==> config.mk <==
export PLATFORM = sky130hd
export DESIGN_NAME = era_cell
export DESIGN_NICKNAME = d
export VERILOG_FILES = /design/src/rtl/extent_range_allocator_assert.svh /design/src/rtl/era_pkg.sv /design/src/rtl/era_cell.sv
export SDC_FILE = /design/constraint.sdc
export NUM_CORES = 1
export LEC_CHECK = 0
export CAP_MARGIN = 5
export CORE_AREA = 2 2 117 119
export DETAILED_ROUTE_END_ITERATION = 6
export DIE_AREA = 0 0 119 121
export DONT_BUFFER_PORTS = 1
export HOLD_SLACK_MARGIN = 0.03
export PLACE_DENSITY_LB_ADDON = 0.12
export SLEW_MARGIN = 20
export SYNTH_ARGS = -nofsm -noshare
export SYNTH_HDL_FRONTEND = slang
export SYNTH_SLANG_ARGS = --single-unit
==> constraint.sdc <==
create_clock -name clk -period 7.18 [get_ports clk]
set_clock_uncertainty 0.05 [all_clocks]
set_input_delay 0.359 -clock clk [delete_from_list [all_inputs] [get_ports clk]]
set_output_delay 0.359 -clock clk [all_outputs]
set_load 0.05 [all_outputs]
==> src/rtl/extent_range_allocator_assert.svh <==
// Assertion macros used by the allocator top module
`ifndef EXTENT_RANGE_ALLOCATOR_ASSERT_SVH
`define EXTENT_RANGE_ALLOCATOR_ASSERT_SVH
// Check that a condition implies a consequence in the same cycle
`define ERA_ASSERT_SAME(lbl, clk_s, rst_s, ante, cons) \
  lbl: assert property (@(posedge clk_s) disable iff (!rst_s) (ante) |-> (cons)) \
    else $error("assertion failed");
// Check that a condition implies a consequence in the next cycle
`define ERA_ASSERT_NEXT(lbl, clk_s, rst_s, ante, cons) \
  lbl: assert property (@(posedge clk_s) disable iff (!rst_s) (ante) |=> (cons)) \
    else $error("assertion failed");
`endif

==> src/rtl/era_pkg.sv <==
package era_pkg;
  localparam int unsigned LEN_W = 21;
  localparam int unsigned IDX_W = 20;

  typedef enum logic [1:0] {
    FN_ALLOC   = 2'd0,
    FN_RELEASE = 2'd1,
    FN_RESERVE = 2'd2,
    FN_NONE    = 2'd3
  } func_t;

  typedef enum logic [1:0] {
    ST_OK      = 2'd0,
    ST_NOFIT   = 2'd1,
    ST_FULL    = 2'd2,
    ST_NOTFREE = 2'd3
  } status_t;

  typedef enum logic [1:0] {
    CMD_NONE  = 2'd0,
    CMD_WRITE = 2'd1,
    CMD_INS   = 2'd2,
    CMD_DEL   = 2'd3
  } cmd_t;

  typedef enum logic [2:0] {
    S_IDLE,
    S_EVAL,
    S_DECIDE,
    S_APPLY,
    S_OUT
  } state_t;

  typedef struct packed {
    logic [1:0]       func;
    logic [LEN_W-1:0] run_length;
    logic [IDX_W-1:0] base_index;
  } in_item_t;

  typedef struct packed {
    logic [1:0]       status;
    logic [IDX_W-1:0] alloc_base;
  } out_item_t;

  localparam logic [0:0] REG_TOTAL = 1'b0;
  localparam logic [0:0] REG_ALIGN = 1'b1;
endpackage

==> src/rtl/era_cell.sv <==
// One table entry: holds an extent, evaluates the request against it and
// shifts with its neighbors on insert or delete.
module era_cell import era_pkg::*; #(
  parameter int unsigned IW = 20,
  parameter int unsigned PW = 4
) (
  input  logic          clk,
  input  logic [PW-1:0] pos,
  input  logic          init,
  input  logic [IW-1:0] init_last,
  input  logic [IW:0]   q_base,
  input  logic [IW:0]   q_endl,
  input  logic [IW:0]   amask,
  input  logic          cap_en,
  input  cmd_t          cmd,
  input  logic [PW-1:0] cmd_pos,
  input  logic [IW-1:0] w_first,
  input  logic [IW-1:0] w_last,
  input  logic          w_second,
  input  logic [IW-1:0] w2_first,
  input  logic [IW-1:0] prev_first,
  input  logic [IW-1:0] prev_last,
  input  logic [IW-1:0] next_first,
  input  logic [IW-1:0] next_last,
  output logic [IW-1:0] first_o,
  output logic [IW-1:0] last_o,
  output logic          f_le_base,
  output logic          holds,
  output logic          fits_o,
  output logic          exact_o,
  output logic [IW:0]   start_o
) ;
  logic [IW-1:0] first_r, last_r;
  logic [IW:0]   start_r;
  logic          f_le_r, holds_r, fits_r, exact_r;
  logic [IW+1:0] st_c;
  logic [IW:0]   start_c;
  logic [IW+1:0] need;

  // round start up, compare with run end inside the extent
  assign st_c    = {2'b0, first_r} + {1'b0, amask};
  assign start_c = st_c[IW:0] & ~amask;
  assign need    = {1'b0, start_c} + {1'b0, q_endl};

  always_ff @(posedge clk) begin
    if (cap_en) begin
      f_le_r  <= ({1'b0, first_r} <= q_base);
      holds_r <= (q_base >= {1'b0, first_r}) && (q_endl <= {1'b0, last_r});
      start_r <= start_c;
      fits_r  <= !st_c[IW+1] && (need <= {2'b0, last_r});
      exact_r <= (need == {2'b0, last_r});
    end
  end

  // shift or overwrite the entry
  always_ff @(posedge clk) begin
    if (init) begin
      first_r <= '0;
      last_r  <= (pos == '0) ? init_last : '0;
    end else begin
      unique case (cmd)
        CMD_WRITE: begin
          if (pos == cmd_pos) begin
            first_r <= w_first;
            last_r  <= w_last;
          end
        end
        CMD_INS: begin
          if (pos == cmd_pos) begin
            first_r <= w_first;
            last_r  <= w_last;
          end else if (w_second && pos == cmd_pos + PW'(1)) begin
            first_r <= w2_first;
            last_r  <= prev_last;
          end else if (pos > cmd_pos) begin
            first_r <= prev_first;
            last_r  <= prev_last;
          end
        end
        CMD_DEL: begin
          if (pos >= cmd_pos) begin
            first_r <= next_first;
            last_r  <= next_last;
          end
        end
        CMD_NONE: ;
        default: ;
      endcase
    end
  end

  assign first_o   = first_r;
  assign last_o    = last_r;
  assign f_le_base = f_le_r;
  assign holds     = holds_r;
  assign fits_o    = fits_r;
  assign exact_o   = exact_r;
  assign start_o   = start_r;
endmodule

==> metrics.md <==
| Metric | Value |
|---|---|
| Status | `completed` |
| Area of the mapped netlist | `6890 um2` |
| Synth cell types | `55` |
| Post-synth EDFFs | `45` |
| Sink Count | `65` |
| Mapped Cells | `roughly 800` |
| Warnings from Yosys | `0` |
| Initial drt markers | `approximately 310` |
| Pleak | `between 3 and 4 nW` |
| First-pass GRT wire length | `approximately 33000 um` |
| Num CTS Buffers | `9` |
| Chip Height | `121 um` |
| Max VDD drop | `between 0.0001 and 0.00015 V` |
| Clk slew on worst S/H paths | `about 0.060 ns` |
| Startpoint types | `register` |
| Pre-antenna DRT Iters | `5` |
| CP most frequent cell | `a21o_1` |
| Setup CP Type | `reg2reg` |
| HPWL after DPL | `18100 um` |
| Grt ovf | `0` |
| Hold_ws | `between 0.07 and 0.08 ns` |
| Skew-Pair Late Insertion Delay | `around 0.34 ns` |
| Part of the cycle the worst path needs | `between 80 and 90%` |
| H-tree depth | `3` |
| Critical Path Slowest Stage Cell | `dfxtp_1` |
| Final net count | `~1100` |
| Post-synthesis async set-or-reset flop share | `0%` |
| Pwr per Cell Area | `around 250 nW/um2` |
| Largest net degree at the start of global routing | `44` |
| Placer Congestion | `between 0.8 and 0.9` |
| Max_slew headroom | `between 30 and 40%` |
| Max stage delay on crit path | `about 0.53 ns` |
| Final hold violations | `0` |
| Buf/Inv on CP | `0` |
| CP Data Required Time | `around 7.3 ns` |
| Antenna diodes | `0` |
| CORE AREA | `13100 um2` |
| # hold bufs at CTS | `2` |
| Seq/Total Area, Yosys | `25.4%` |
| # fillers | `roughly 1200` |
| Vias per cell | `approximately 6.5` |
| Final worst path period need | `about 6.2 ns` |
| Final setup viols | `0` |
| Mean post-synth cell area | `8.42 um2` |
| Worst Tran Pin Value | `between 1 and 1.5 ns` |
| I/O pin count | `around 300` |
| Synthesis-stage register bit count | `65` |
| Critical path's top delay family | `compound AO/OA/AOI/OAI gates` |
| Arrival @ worst endpoint | `approximately 6.4 ns` |
| Die area | `14400 um2` |
| Sum of negative setup slack | `0 ns` |
| Antenna Nets Post-Route | `0` |
| I/O Buffers | `0` |
| Die width | `about 120 um` |
| # rows | `42` |
| Final wirelength | `21700 um` |
| Crit-path max FO | `6` |
| Area Growth Syn to Fin | `6.52%` |
| Via count | `6397` |
| Max Slew Vio Count | `0` |
| Clk buf depth | `2` |
| DR WL/cell | `~22 um` |
| RSZ-0062 raised after global routing | `false` |
| Synth Flop Type | `edfxtp_1` |
| Layout cell share with drive strength beyond 1 | `between 3 and 4%` |
| Final Util | `56.1%` |
| Post-CTS Setup Bufs | `0` |
| Number of global-route vias before repair | `6265` |
| Max Clock Freq | `160 MHz` |
| CTS root buf | `clkbuf_16` |
| Initial Util | `52.7%` |
| TritonCTS clock tree | `done` |
| Dpl cell area | `~7000 um2` |
| Design Area, Final | `7340 um2` |
| Post-Syn Nets | `between 1000 and 1500` |
| Tot GR Track Use | `29.6%` |
| HP Class | `in2reg` |
| Drt drc | `0` |
| Post_cts resized | `0` |
| Initial antenna violation count | `0` |
| Pwr Total | `~1.8 mW` |
| Crit path capture type | `register` |
| Max_cap viols | `0` |
## kinds of logic after synthesis
kind of cell | Yosys count | share of synthesized area (%)
AO/OA/AOI/OAI | 267 | 26.4
AND/OR/NAND/NOR | 226 | 15.0
adder cells (fa/ha/maj) | 111 | 20.4
buffers and inverters | 92 | 5.06
flip-flops | 65 | 25.4
XOR/XNOR | 38 | 4.83
multiplexers | 20 | 2.90
## stage by stage
| step | setup slack (ns) | cells |
|---|---|---|
| final | 0.945 | 980 |
| after global routing | 0.458 | 980 |
| after CTS | 0.907 | 980 |
| after detailed placement | 0.976 | 962 |
| after global placement | 1.04 | 962 |
| after floorplan | 1.64 | 819 |
## flip-flops by register name, indices dropped and copies added, names as in the netlist
| name | cells |
|---|---|
| last_o | 20 |
| holds | 1 |
| first_o | 20 |
| f_le_base | 1 |
| start_o | 21 |
| exact_o | 1 |
| fits_o | 1 |
## metal layers
layer  vias to the layer above  GRT usage [%]  routed length, um
met4                         0           13.3                795
met5                         -              0                  0
met3                        49           7.66               1880
met1                      3005           35.3               8530
met2                       312           50.3              10500
li1                       3031              -                  -
## report_power, final
group          internal [mW]  switching, mW
Combinational          0.303          0.388
Sequential             0.467          0.229
Clock                  0.289          0.171
## cell usage after synthesis (2+ instances only)
library cell	instances	area, um2
clkbuf_1	32	120
nand2b_1	7	43.8
o21ai_0	43	215
a21oi_1	61	305
o31ai_1	2	15.0
a41oi_1	3	26.3
and4_1	5	43.8
or4_1	2	15.0
a211o_1	3	26.3
fa_1	2	40.0
inv_1	57	214
ha_1	109	1360
a221oi_1	20	175
edfxtp_1	45	1350
a22oi_1	20	150
a211oi_1	8	60.1
nor3_1	6	30.0
nand2_1	89	334
or2_2	2	12.5
o41ai_1	3	26.3
nor2b_1	11	68.8
nand3b_1	2	15.0
xnor2_1	21	184
buf_2	3	15.0
mux2i_1	20	200
and2_1	5	31.3
a21o_1	28	210
o211ai_1	23	173
o2111ai_1	2	17.5
or3_1	3	18.8
o21a_1	10	75.1
o21bai_1	5	37.5
xor2_1	17	149
and3_1	3	18.8
nor2_1	66	248
dfxtp_1	20	400
a31o_2	2	17.5
nor3b_1	2	15.0
a31oi_1	2	12.5
o22ai_1	3	18.8
nand4_1	9	56.3
nand3_1	11	55.1
a311oi_1	20	175
## final cells by class
| type | instances | area, um2 | area share, % |
|---|---|---|---|
| clock buffer | 14 | 299 | 4.07 |
| clock inverter | 2 | 15.0 | 0.204 |
| inverter | 57 | 214 | 2.91 |
| multi-input combinational | 662 | 4810 | 65.5 |
| sequential | 65 | 1750 | 23.9 |
| tap | 176 | 220 | 3.00 |
| timing repair buffer | 4 | 35.0 | 0.477 |
## worst paths after layout
kind	startpoint	slack (ns)	end	depth (start not counted)
setup reg to reg	first_o[0]	0.94	fits_o	27
setup / recovery	first_o[0]	0.94	fits_o	27
hold reg to reg	first_o[2]	0.73	first_o[2]	2
hold / removal	cap_en	0.07	start_o[17]	0
## placed cells by master (no fill, tap or decap), types with 7 or more instances in the layout
master / count
a21oi_1: 61
nand2b_1: 7
mux2i_1: 20
nand3_1: 11
xor2_1: 17
a311oi_1: 20
nand2_1: 89
edfxtp_1: 45
a221oi_1: 20
clkbuf_16: 10
dfxtp_1: 20
o21a_1: 10
nor2b_1: 11
a211oi_1: 8
a21o_1: 28
o21ai_0: 43
nand4_1: 9
o211ai_1: 23
xnor2_1: 21
ha_1: 108
inv_1: 57
a22oi_1: 20
nor2_1: 65
(Power assumes the default switching activity.)
